$ cat src/rtl/icaf_pkg.sv
`timescale 1ns / 1ps
// ----------------------------------------------------------------------------
// icaf_pkg
// Shared types, constants and the arctangent table of the attitude filter.
// ----------------------------------------------------------------------------
package icaf_pkg;

	localparam int ATAN_STEPS = 16;
	localparam int STEP_W     = $clog2(ATAN_STEPS);
	localparam int DIV_W      = 42;
	localparam int DIV_CNT_W  = $clog2(DIV_W);

	localparam logic signed [31:0] DEG90 = 32'sd5898240;

	localparam logic [31:0] ATAN_TABLE [32] = '{
		32'd2949120, 32'd1740967, 32'd919879, 32'd466945,
		32'd234379,  32'd117304,  32'd58666,  32'd29335,
		32'd14668,   32'd7334,    32'd3667,   32'd1833,
		32'd917,     32'd458,     32'd229,    32'd115,
		32'd57,      32'd29,      32'd14,     32'd7,
		32'd4,       32'd2,       32'd1,      32'd0,
		32'd0,       32'd0,       32'd0,      32'd0,
		32'd0,       32'd0,       32'd0,      32'd0
	};

	typedef enum logic [2:0] {
		CFG_BLEND_WEIGHT = 3'd0,
		CFG_TICK_PERIOD  = 3'd1,
		CFG_GYRO_SENS    = 3'd2,
		CFG_OFFSET_X     = 3'd3,
		CFG_OFFSET_Y     = 3'd4,
		CFG_OFFSET_Z     = 3'd5
	} cfg_idx_t;

	typedef enum logic [2:0] {
		S_IDLE, S_START, S_LANES, S_BLEND, S_OUT
	} top_state_t;

	typedef enum logic [2:0] {
		G_IDLE, G_MUL1, G_MUL2, G_DIV, G_SAT, G_DONE
	} gyro_state_t;

	typedef enum logic [1:0] {
		T_IDLE, T_RUN, T_DONE
	} tilt_state_t;

	typedef enum logic [1:0] {
		B_IDLE, B_SUM, B_DONE
	} blend_state_t;

	typedef struct packed {
		logic busy;
		logic done;
	} lane_stat_t;

endpackage

$ cat src/rtl/icaf_gyro_lane.sv
`timescale 1ns / 1ps
// ----------------------------------------------------------------------------
// icaf_gyro_lane
// One gyro axis: bias removal, rate times elapsed time, serial division by
// the sensitivity, and saturating accumulation onto the stored angle.
// ----------------------------------------------------------------------------
module icaf_gyro_lane (
	input  logic                clk,
	input  logic                arst_n,
	input  logic                start,
	input  logic signed [15:0]  raw,
	input  logic signed [15:0]  offset,
	input  logic        [15:0]  ticks,
	input  logic        [23:0]  tick_period,
	input  logic        [7:0]   sens,
	input  logic signed [31:0]  store,
	output logic signed [31:0]  angle,
	output icaf_pkg::lane_stat_t stat
);

	icaf_pkg::gyro_state_t state_q, state_d;

	logic signed [16:0]             diff;
	logic        [16:0]             mag_q;
	logic                           neg_q;
	logic        [32:0]             p1_q;
	logic        [56:0]             p2;
	logic        [57:0]             rnd;
	logic        [7:0]              s_eff;
	logic        [icaf_pkg::DIV_W-1:0] num_q;
	logic        [7:0]              rem_q;
	logic        [8:0]              trial;
	logic                           qbit;
	logic        [icaf_pkg::DIV_CNT_W-1:0] cnt_q;
	logic signed [43:0]             qs;
	logic signed [43:0]             sum;
	logic signed [31:0]             angle_q;

	assign diff  = 17'({raw[15], raw}) - 17'({offset[15], offset});
	assign s_eff = (sens == 8'd0) ? 8'd1 : sens;
	assign p2    = 57'(p1_q) * 57'(tick_period);
	assign rnd   = 58'(p2) + ({50'd0, s_eff} << 15);
	assign trial = {rem_q, num_q[icaf_pkg::DIV_W-1]};
	assign qbit  = (trial >= {1'b0, s_eff});
	assign qs    = neg_q ? -$signed({2'b00, num_q}) : $signed({2'b00, num_q});
	assign sum   = $signed({{12{store[31]}}, store}) + qs;

	always_ff @(posedge clk or negedge arst_n) begin
		if (!arst_n) begin
			state_q <= icaf_pkg::G_IDLE;
		end else begin
			state_q <= state_d;
		end
	end

	always_comb begin
		state_d = state_q;
		unique case (state_q)
			icaf_pkg::G_IDLE: if (start) state_d = icaf_pkg::G_MUL1;
			icaf_pkg::G_MUL1: state_d = icaf_pkg::G_MUL2;
			icaf_pkg::G_MUL2: state_d = icaf_pkg::G_DIV;
			icaf_pkg::G_DIV: begin
				if (cnt_q == icaf_pkg::DIV_CNT_W'(icaf_pkg::DIV_W - 1))
					state_d = icaf_pkg::G_SAT;
			end
			icaf_pkg::G_SAT:  state_d = icaf_pkg::G_DONE;
			icaf_pkg::G_DONE: if (start) state_d = icaf_pkg::G_MUL1;
			default:          state_d = icaf_pkg::G_IDLE;
		endcase
	end

	always_ff @(posedge clk) begin
		if (start) begin
			mag_q <= diff[16] ? 17'(-diff) : 17'(diff);
			neg_q <= diff[16];
		end
		if (state_q == icaf_pkg::G_MUL1)
			p1_q <= 33'(mag_q) * 33'(ticks);
		if (state_q == icaf_pkg::G_MUL2) begin
			num_q <= rnd[57:16];
			rem_q <= 8'd0;
			cnt_q <= '0;
		end
		if (state_q == icaf_pkg::G_DIV) begin
			num_q <= {num_q[icaf_pkg::DIV_W-2:0], qbit};
			rem_q <= qbit ? 8'(trial - {1'b0, s_eff}) : trial[7:0];
			cnt_q <= cnt_q + 1'b1;
		end
		if (state_q == icaf_pkg::G_SAT) begin
			if (sum > 44'sd2147483647)
				angle_q <= 32'sh7fffffff;
			else if (sum < -44'sd2147483648)
				angle_q <= 32'sh80000000;
			else
				angle_q <= sum[31:0];
		end
	end

	assign angle     = angle_q;
	assign stat.done = (state_q == icaf_pkg::G_DONE);
	assign stat.busy = (state_q != icaf_pkg::G_IDLE) && (state_q != icaf_pkg::G_DONE);

endmodule

$ cat config.mk
export PLATFORM = sky130hd
export DESIGN_NAME = icaf_gyro_lane
export DESIGN_NICKNAME = d
export VERILOG_FILES = /design/src/rtl/icaf_pkg.sv /design/src/rtl/icaf_gyro_lane.sv
export SDC_FILE = /design/constraint.sdc
export NUM_CORES = 2
export LEC_CHECK = 0
export BUFFER_PORTS_ARGS = -buffer_cell sky130_fd_sc_hd__buf_2
export CORE_ASPECT_RATIO = 0.6
export CORE_MARGIN = 1.5
export CORE_UTILIZATION = 50
export DETAILED_ROUTE_END_ITERATION = 10
export PLACE_DENSITY = 0.71
export SYNTH_ARGS = -nofsm -noshare
export SYNTH_HDL_FRONTEND = slang
export SYNTH_SLANG_ARGS = --single-unit
export TNS_END_PERCENT = 50
$ cat constraint.sdc
create_clock -name clk -period 12.75 [get_ports clk]
set_clock_uncertainty 0.1 [all_clocks]
set_input_delay 1.9125 -clock clk [delete_from_list [all_inputs] [get_ports clk]]
set_output_delay 1.9125 -clock clk [all_outputs]
set_load 0.02 [all_outputs]
==> results.toml <==
[finish]
layout.nets = 6210
drive_gt1_share_pct = 5.262
syn2layout_area_growth_pct = 5.208
antenna_cells = 0

[clock_network]
hold_buffers = 0
cts_sinks = 142
cts_made_buffers = 17
cts_setup_buffers = 0
cts_buffer_depth = 2
root_buffer = "clkbuf_16"
cts-resized-gates = 0
htreeDepth = 4
path_clk_slew_ns = 0.08
worstSkewPairLatency_ns = 0.49
cts_tree = "yes"

[global_route]
grt_pass1_wl_mm = 190.3
antenna_found_initial = 0
grt_pass1_vias = 33720
grt_max_degree = 68
grt_overflow = 0
gr-usage-all-layers_pct = 27.72

[critical_path]
cpMaxStageDelayCell = "buf_2"
cp-end-kind = "flop"
crit_type = "primary input to flop"
max_stage_delay_ns = 0.72
crit_family = "adder cells"
crit_path_max_fanout = 33
path_buf_inv = 4
cpMostUsedCell = "fa_1"
crit_required_ns = 12.88
path_depth = 25
arrival_ns = 10.06
critPathLaunchType = "primary input"
rr_worst_depth = 24
r2r_slack_ns = 3.96
worstReg2RegEnd = "num_q[41]"
rr_startpoint = "p1_q[4]"

[floorplan]
dieArea_mm2 = 0.08905
top_level_ports = 149
fp.coreArea_mm2 = 0.08599
die_h_um = 231.8
initial_core_util_pct = 50.71
rows = 83
die-width_um = 384.3

[synthesis]
synth_cells = 4825
ys_ff_latch = 142
synth_nets = 6221
yosysSeqAreaShare_pct = 9.744
synth.distinct_cells = 67
synth_warnings = 0
synth-edff-count = 139
netlist_area_mm2 = 0.04361
synthFlopType = "edfxtp_1"
synth.avg_cell_area_um2 = 9.038
async_flop_share_pct = 2.113

[timing]
layout_setup_ws_ns = 2.812
report.final.slew_viol_count = 0
max_freq_ghz = 0.1006
slew_headroom_pct = 16.73
fin_crit_ns = 9.938
rsz0062_at_grt = "no"
worst_pin_slew_ns = 1.249
finalHoldViolations = 0
setup_viol = 0
hold_ws_ns = 0.5116
post-route-period-util_pct = 77.94
finalSetupTns_ns = 0

[hold_path]
whs_path_depth = 2
hold_path_class = "flop to flop"
hp-start = "rem_q[4]"
whs_endpoint = "rem_q[5]"

[detailed_routing]
first_pass_iters = 5
post-route-drc-count = 0
drt_iter0_drc = 3139
drt-wirelength-per-cell_um = 19.91
dr_total_vias = 32970
viasPerCell = 5.519
ant_nets = 0
wirelength_mm = 119.0

[placed_design]
portBuffers = 148
place_ws_ns = 2.486
gp_congestion = 0.9674
hpwl_mm = 93.38

[flow_run]
maxCapViolations = 0

[run_status]
status = "finished, final reports clean"
-- logic make-up after synthesis --
group,after synthesis,synth area share (%)
AND/OR/NAND/NOR,1494,16.76
flip-flops,142,9.744
buffers and inverters,1249,10.81
adder cells (fa/ha/maj),1281,52.23
XOR/XNOR,182,3.655
AO/OA/AOI/OAI,477,6.797
-- Yosys cell counts (8+ instances only) --
cell / instances / share of area [%]
inv_1: 1027 / 8.8
fa_1: 899 / 41
nand2_1: 686 / 5.9
and2_1: 492 / 7.1
ha_1: 382 / 11
clkbuf_1: 215 / 1.9
a21oi_1: 151 / 1.7
edfxtp_1: 139 / 9.6
nor2_1: 131 / 1.1
xnor2_1: 130 / 2.6
o21ai_0: 97 / 1.1
a21o_1: 56 / 0.96
xor2_1: 52 / 1.0
nand3_1: 33 / 0.38
o21ai_1: 30 / 0.34
nor3_1: 29 / 0.33
o31ai_1: 25 / 0.43
nor2b_1: 21 / 0.30
nand4_1: 16 / 0.23
nand2b_1: 14 / 0.20
o21a_1: 14 / 0.24
o21bai_1: 14 / 0.24
or3_1: 14 / 0.20
a211oi_1: 13 / 0.22
and3_1: 13 / 0.19
a31oi_1: 9 / 0.13
o211ai_1: 8 / 0.14
-- cell usage in the layout (no fill, tap or decap), types with 17 or more instances in the layout --
master,n
o31ai_1,25
xor2_1,52
fa_1,899
ha_1,382
and2_1,492
buf_4,44
nand3_1,33
clkbuf_16,17
a21o_1,56
o21ai_0,97
nor2_1,130
inv_1,1027
nand2_1,685
a21oi_1,151
xnor2_1,130
nor3_1,28
buf_2,148
o21ai_1,30
nor2b_1,20
edfxtp_1,139
-- state kept, by name, indices dropped and copies added (netlist names) --
| name | count |
|---|---|
| num_q | 42 |
| p1_q | 33 |
| angle | 32 |
| mag_q | 17 |
| rem_q | 8 |
| cnt_q | 6 |
| state_q | 3 |
| neg_q | 1 |
-- metrics by stage --
stage,std cells,cell area [um2],utilization (%)
after floorplan,4825,43610,-
after global placement,5942,45280,52.66
after detailed placement,5942,45280,52.66
after CTS,5974,45880,53.35
after global routing,5974,45880,53.35
final,5974,45880,53.35
-- how the worst max path moves through the flow --
stage / start / end / slack, ns
6_report: tick_period[15] / num_q[41] / 2.81
3_3_place_gp: tick_period[15] / num_q[41] / 2.70
5_1_grt: tick_period[15] / num_q[41] / 2.49
4_1_cts: tick_period[15] / num_q[41] / 3.02
2_1_floorplan: tick_period[3] / num_q[41] / 3.82
3_5_place_dp: tick_period[15] / num_q[41] / 2.49
-- routing by layer --
metal / track usage, % / vias to the layer above / routed length (um)
met3: 9.772 / 110 / 16310
met5: 0 / - / 0
li1: - / 14620 / -
met4: 3.777 / 0 / 1321
met1: 41.94 / 16500 / 53670
met2: 38.75 / 1734 / 47660
-- worst register-to-register path: stages (launching register included) --
cell	delay (ns)
edfxtp_1	1.17
nand2_1	0.21
fa_1	0.52
inv_1	0.05
fa_1	0.44
fa_1	0.50
fa_1	0.56
fa_1	0.47
fa_1	0.52
inv_1	0.05
fa_1	0.55
inv_1	0.06
ha_1	0.37
a21o_1	0.22
o21ai_0	0.32
nand2_1	0.11
or3_1	0.32
o221ai_1	0.38
a21oi_1	0.24
o21a_1	0.29
a41oi_1	0.38
o21ai_0	0.23
a21oi_1	0.23
xnor2_1	0.14
o21ai_0	0.10
-- layout make-up --
class	instances	area (um2)
Fill cell	7798	40110
Multi-Input combinational cell	3434	34670
Sequential cell	142	4249
Inverter	1027	3855
Tap cell	1147	1435
Timing Repair Buffer	192	1071
Clock buffer	17	425.4
Clock inverter	15	172.7
Power is not shown: default switching activity piles up to over one toggle a cycle in this logic, so the estimate is an artifact.
