**config.mk**
```make
export PLATFORM = sky130hd
export DESIGN_NAME = icaf_blend
export DESIGN_NICKNAME = d
export VERILOG_FILES = /design/src/rtl/icaf_pkg.sv /design/src/rtl/icaf_blend.sv
export SDC_FILE = /design/constraint.sdc
export NUM_CORES = 2
export LEC_CHECK = 0
export BUFFER_PORTS_ARGS = -buffer_cell sky130_fd_sc_hd__clkbuf_2
export CAP_MARGIN = 20
export CORE_MARGIN = 5
export CORE_UTILIZATION = 65
export CTS_BUF_LIST = sky130_fd_sc_hd__clkbuf_4 sky130_fd_sc_hd__clkbuf_8
export DETAILED_ROUTE_END_ITERATION = 10
export GPL_ROUTABILITY_DRIVEN = 0
export PLACE_DENSITY = 0.94
export SLEW_MARGIN = 10
export SYNTH_ARGS = -nofsm -noshare
export SYNTH_HDL_FRONTEND = slang
export SYNTH_SLANG_ARGS = --single-unit
```
**constraint.sdc**
```tcl
create_clock -name clk -period 3.99 [get_ports clk]
set_input_delay 0 -clock clk [delete_from_list [all_inputs] [get_ports clk]]
set_output_delay 0 -clock clk [all_outputs]
set_load 0.1 [all_outputs]
```
**src/rtl/icaf_pkg.sv**
```systemverilog
`timescale 1ns / 1ps
// ----------------------------------------------------------------------------
// icaf_pkg
// Shared types, constants and the arctangent table of the attitude filter.
// ----------------------------------------------------------------------------
package icaf_pkg;

	localparam int ATAN_STEPS = 16;
	localparam int STEP_W     = $clog2(ATAN_STEPS);
	localparam int DIV_W      = 42;
	localparam int DIV_CNT_W  = $clog2(DIV_W);

	localparam logic signed [31:0] DEG90 = 32'sd5898240;

	localparam logic [31:0] ATAN_TABLE [32] = '{
		32'd2949120, 32'd1740967, 32'd919879, 32'd466945,
		32'd234379,  32'd117304,  32'd58666,  32'd29335,
		32'd14668,   32'd7334,    32'd3667,   32'd1833,
		32'd917,     32'd458,     32'd229,    32'd115,
		32'd57,      32'd29,      32'd14,     32'd7,
		32'd4,       32'd2,       32'd1,      32'd0,
		32'd0,       32'd0,       32'd0,      32'd0,
		32'd0,       32'd0,       32'd0,      32'd0
	};

	typedef enum logic [2:0] {
		CFG_BLEND_WEIGHT = 3'd0,
		CFG_TICK_PERIOD  = 3'd1,
		CFG_GYRO_SENS    = 3'd2,
		CFG_OFFSET_X     = 3'd3,
		CFG_OFFSET_Y     = 3'd4,
		CFG_OFFSET_Z     = 3'd5
	} cfg_idx_t;

	typedef enum logic [2:0] {
		S_IDLE, S_START, S_LANES, S_BLEND, S_OUT
	} top_state_t;

	typedef enum logic [2:0] {
		G_IDLE, G_MUL1, G_MUL2, G_DIV, G_SAT, G_DONE
	} gyro_state_t;

	typedef enum logic [1:0] {
		T_IDLE, T_RUN, T_DONE
	} tilt_state_t;

	typedef enum logic [1:0] {
		B_IDLE, B_SUM, B_DONE
	} blend_state_t;

	typedef struct packed {
		logic busy;
		logic done;
	} lane_stat_t;

endpackage

```
**src/rtl/icaf_blend.sv**
```systemverilog
`timescale 1ns / 1ps
// ----------------------------------------------------------------------------
// icaf_blend
// Merge stage: weighted mix of the gyro angle and the tilt angle, rounded.
// ----------------------------------------------------------------------------
module icaf_blend (
	input  logic                clk,
	input  logic                arst_n,
	input  logic                start,
	input  logic        [16:0]  weight,
	input  logic signed [31:0]  gyro,
	input  logic signed [31:0]  tilt,
	output logic signed [31:0]  angle,
	output icaf_pkg::lane_stat_t stat
);

	icaf_pkg::blend_state_t state_q, state_d;

	logic        [16:0]  wc, wa;
	logic signed [49:0]  pg_s1, pa_s1;
	logic signed [50:0]  sum;
	logic signed [31:0]  angle_q;

	assign wc  = (weight > 17'd65536) ? 17'd65536 : weight;
	assign wa  = 17'd65536 - wc;
	assign sum = 51'(pg_s1) + 51'(pa_s1) + 51'sd32768;

	always_ff @(posedge clk or negedge arst_n) begin
		if (!arst_n) begin
			state_q <= icaf_pkg::B_IDLE;
		end else begin
			state_q <= state_d;
		end
	end

	always_comb begin
		state_d = state_q;
		unique case (state_q)
			icaf_pkg::B_IDLE, icaf_pkg::B_DONE: if (start) state_d = icaf_pkg::B_SUM;
			icaf_pkg::B_SUM: state_d = icaf_pkg::B_DONE;
			default:         state_d = icaf_pkg::B_IDLE;
		endcase
	end

	always_ff @(posedge clk) begin
		if (start) begin
			pg_s1 <= $signed({1'b0, wc}) * gyro;
			pa_s1 <= $signed({1'b0, wa}) * tilt;
		end
		if (state_q == icaf_pkg::B_SUM)
			angle_q <= sum[47:16];
	end

	assign angle     = angle_q;
	assign stat.done = (state_q == icaf_pkg::B_DONE);
	assign stat.busy = (state_q == icaf_pkg::B_SUM);

endmodule

```
==> results.sh, run 1 <==
export IMPL_start_util_pct=65.60
export IMPL_die_width_um=270.6
export IMPL_grtUsageTotal_pct=84.04
export IMPL_synth_edff_count=128
export IMPL_syn_area_per_cell_um2=9.050
export IMPL_place_ws_ns=-4.771
export IMPL_dp_hpwl_um=115600
export IMPL_synth_area_um2=44140
export IMPL_grt_max_degree=65
export IMPL_synth_seq_area_share_pct=8.822
export IMPL_syn_num_nets=6297
export IMPL_ios=118
export IMPL_fp_dieH_um=270.6
export IMPL_synth_cell_types=72
export IMPL_synth_top_flop_cell="edfxtp_1"
export IMPL_cts_path_max_buffers=2
export IMPL_synth_cells=4877
export IMPL_synth_seq_cells=130
export IMPL_root_buffer="clkbuf_8"
export IMPL_stop_error="[ERROR GRT-0232] Routing congestion too high. Check the congestion heatmap in the GUI."
export IMPL_io_buffer_count=117
export IMPL_ys_async_sr_fraction_pct=1.538
export IMPL_cts_buffers=17
export IMPL_yosys_warnings=0
export IMPL_grt_remaining_overflow=679
export IMPL_cts_sinks=130
export IMPL_stop_stage="global routing"
export IMPL_num_rows=95
export IMPL_htreeDepth=4
export IMPL_status="aborted with a tool error"
[stage by stage]
stage | utilization (%) | instance area (µm²) | setup TNS (ns) | std cells
floorplan | - | 44650 | -216.54 | 4877
CTS | 78.45 | 52780 | -229.64 | 6338
detailed placement | 74.25 | 49950 | -299.03 | 6208
global placement | 74.25 | 49950 | -266.88 | 6208
[Yosys cell counts (16+ instances only)]
library cell  count  area [µm²]
nor3_1           16       80.08
xnor2_1         105       919.6
nand3_1          23       115.1
edfxtp_1        128        3844
a21o_1           65       488.0
and2_1          329        2058
clkbuf_1        177       664.4
nor2b_1          65       406.6
nand2_1         782        2935
buf_2            20       100.1
nand4_1          17       106.4
nand2b_1         22       137.6
o21ai_0          56       280.3
ha_1            318        3979
and3_1           16       100.1
nor2_1           75       281.5
a21oi_1         112       560.5
fa_1           1018       20380
xor2_1           40       350.3
o21a_1           27       202.7
inv_1          1327        4981
[what timing repair did]
action,CTS
endpoints found under the hold margin,2
setup endpoints to repair,90
gates resized for setup,339
cloned,6
hold buffers,2
pin swaps,227
buffers inserted,96
[cell families after synthesis]
family | Yosys count | share of synthesized area [%]
XOR/XNOR | 147 | 2.977
adder cells (fa/ha/maj) | 1336 | 55.19
buffers and inverters | 1543 | 13.23
flip-flops | 130 | 8.822
AND/OR/NAND/NOR | 1372 | 14.60
AO/OA/AOI/OAI | 349 | 5.179
[per-layer routing]
layer,GRT overflow,global-route usage [%]
met1,82,80.77
met3,46,80.44
met2,332,92.00
met5,6,69.28
met4,213,83.69
==> run 2: changes to the inputs <==
Settings changed: CORE_UTILIZATION 65 to 40, CTS_BUF_LIST sky130_fd_sc_hd__clkbuf_4 sky130_fd_sc_hd__clkbuf_8 to not set, PLACE_DENSITY 0.94 to not set, PLACE_DENSITY_LB_ADDON set to 0.15.
==> run 2 against run 1 <==
  * Synthesized cell count unchanged
  * Synthesized area unchanged
  * The flow now finishes, with violations (setup timing)
==> results.sh, run 2 <==
export IMPL_root_buffer="clkbuf_16"
export IMPL_grt_pass1_vias=35950
export IMPL_place_ws_ns=-4.481
export IMPL_dp_cells=6855
export IMPL_fp_coreArea_um2=109200
export IMPL_grtUsageTotal_pct=20.29
export IMPL_syn_area_per_cell_um2=9.050
export IMPL_wire_per_inst_um=16.45
export IMPL_grt_pass1_wl_um=188900
export IMPL_synth_cell_types=72
export IMPL_viasPerCell=4.748
export IMPL_dieArea_um2=117100
export IMPL_finalHoldWorstSlack_ns=0.1692
export IMPL_wirelength_um=114400
export IMPL_dp_hpwl_um=99050
export IMPL_met3_length_um=3377
export IMPL_relSlewSlack_pct=40.14
export IMPL_hold_path_class="primary input to flip-flop"
export IMPL_crit_path_end_kind="flip-flop"
export IMPL_die_width_um=342.2
export IMPL_yosysTopAreaCell="fa_1"
export IMPL_status="finished, violations left"
export IMPL_critical_path_class="primary input to flip-flop"
export IMPL_clock_skew_ns=0.01874
export IMPL_initialDrtViolationCount=1481
export IMPL_drive_above_1_share_pct=20.82
export IMPL_final_cell_mix="1286 x inv_1, 989 x fa_1, 756 x nand2_1"
export IMPL_start_kind="primary input"
export IMPL_cap_violations=0
export IMPL_cts_path_max_buffers=3
export IMPL_clock_latency_ns=0.48
export IMPL_fp_dieH_um=342.2
export IMPL_slowest_delay_ns=0.55
export IMPL_ios=118
export IMPL_worst_path_buf_inv=11
export IMPL_ys_async_sr_fraction_pct=1.538
export IMPL_synth_top_flop_cell="edfxtp_1"
export IMPL_synthTopCellsByCount="1327 x inv_1, 1018 x fa_1, 782 x nand2_1, 329 x and2_1, 318 x ha_1"
export IMPL_cts_buffers=25
export IMPL_syn2layout_area_growth_pct=22.03
export IMPL_cpLargestDelayFamily="adder cells"
export IMPL_placed_cell_area_um2=51030
export IMPL_htreeDepth=4
export IMPL_wl_met1_um=49230
export IMPL_timing_hold_violations_final=0
export IMPL_rsz0062_at_grt="yes"
export IMPL_final_common_cell="inv_1"
export IMPL_synth_area_leaders="fa_1 46%, inv_1 11%, ha_1 9.0%"
export IMPL_grt_remaining_overflow=0
export IMPL_io_buffer_count=117
export IMPL_synth_cells=4877
export IMPL_period_share_pct=192.1
export IMPL_violations="setup timing"
export IMPL_grt_antenna_before_repair=7
export IMPL_synth_seq_cells=130
export IMPL_first_pass_iters=5
export IMPL_setup_violations=82
export IMPL_worstMarginPinSlew_ns=0.8960
export IMPL_worstPathRequired_ns=4.20
export IMPL_clk_pin_slew_ns=0.06
export IMPL_synth_area_um2=44140
export IMPL_post_route_drc_count=0
export IMPL_syn_num_nets=6297
export IMPL_num_rows=121
export IMPL_yosys_warnings=0
export IMPL_cts_tree="yes"
export IMPL_stdcell_count=6953
export IMPL_stdcell_area_um2=53860
export IMPL_cts_sinks=130
export IMPL_vias=33010
export IMPL_slowest_stage="fa_1"
export IMPL_synth_seq_area_share_pct=8.822
export IMPL_num_nets_final=6890
export IMPL_synth_edff_count=128
export IMPL_synth_most_common_cell="inv_1"
export IMPL_fin_crit_ns=7.665
export IMPL_dr_wl_met2_um=59510
export IMPL_fmax_ghz=0.1305
export IMPL_start_util_pct=40.43
export IMPL_arrival_ns=7.88
export IMPL_routed_top_layer="met4"
export IMPL_crit_path_max_fanout=4
export IMPL_grt_max_degree=65
export IMPL_synth_top_area_share_pct=46.17
export IMPL_fin_ws_ns=-3.675
export IMPL_maxSlewViolCount=0
export IMPL_ant_nets=0
## run 2: path summary, 6_finish.rpt
path | startpoint | endpoint | slack (ns) | cells past startpoint
min in group asynchronous | arst_n | state_q[0] | 0.39 | 3
min reg2reg | state_q[0] | state_q[0] | 0.45 | 1
max in group asynchronous | arst_n | state_q[1] | 3.48 | 3
max | weight[12] | pg_s1[45] | -3.68 | 36
max reg2reg | pg_s1[9] | angle[21] | 0.09 | 13
min | tilt[0] | pa_s1[0] | 0.17 | 3
## run 2: timing repair
item / in CTS / in global routing
endpoints found under the setup margin: 85 / 92
resized for setup: 188 / 178
cloned: 1 / 1
hold buffers: 3 / 0
endpoints found under the hold margin: 21 / 0
pin swaps: 69 / 125
buffers inserted: 31 / 34
## run 2: kinds of logic (layout without fill, tap and decap cells)
kind of cell | Yosys count | count (layout) | synth area share [%]
XOR/XNOR | 147 | 147 | 2.977
adder cells (fa/ha/maj) | 1336 | 1336 | 55.19
AO/OA/AOI/OAI | 349 | 349 | 5.179
buffers and inverters | 1543 | 2142 | 13.23
AND/OR/NAND/NOR | 1372 | 1372 | 14.60
flip-flops | 130 | 130 | 8.822
other | 0 | 1 | 0
## run 2: final cells by class
| cell class | count | area [µm²] |
|---|---|---|
| flip-flops and latches | 130 | 3894 |
| well taps | 1476 | 1847 |
| inverters | 1327 | 4986 |
| repair buffers | 782 | 6295 |
| clock buffers | 29 | 640.6 |
| diodes | 1 | 2.502 |
| clock inverters | 4 | 18.77 |
| fillers | 10540 | 55300 |
| multi-input cells | 3204 | 36180 |
## run 2: stage by stage
| stage | util [%] | TNS [ns] |
|---|---|---|
| after floorplan | - | -216.54 |
| after global placement | 46.75 | -281.38 |
| after detailed placement | 46.75 | -282.25 |
| after CTS | 48.43 | -218.03 |
| after global routing | 49.34 | -243.91 |
| final | 49.34 | -223.64 |
## run 2: worst reg2reg max path: cells and delay by family, from the launching register on
kind,cells,cell delay [ns]
compound gates,10,2.47
xor+xnor,1,0.22
fa+ha+maj,2,0.60
flops,1,0.38
## run 2: metal layers
layer	vias up	track usage [%]
li1	15350	-
met1	17090	26.67
met2	462	36.75
met3	112	1.957
met4	0	3.807
met5	-	0
Power of run 2 is left out: the tool's default activity adds up to more than one toggle a clock period on the data nets, which glitch-free logic cannot reach.
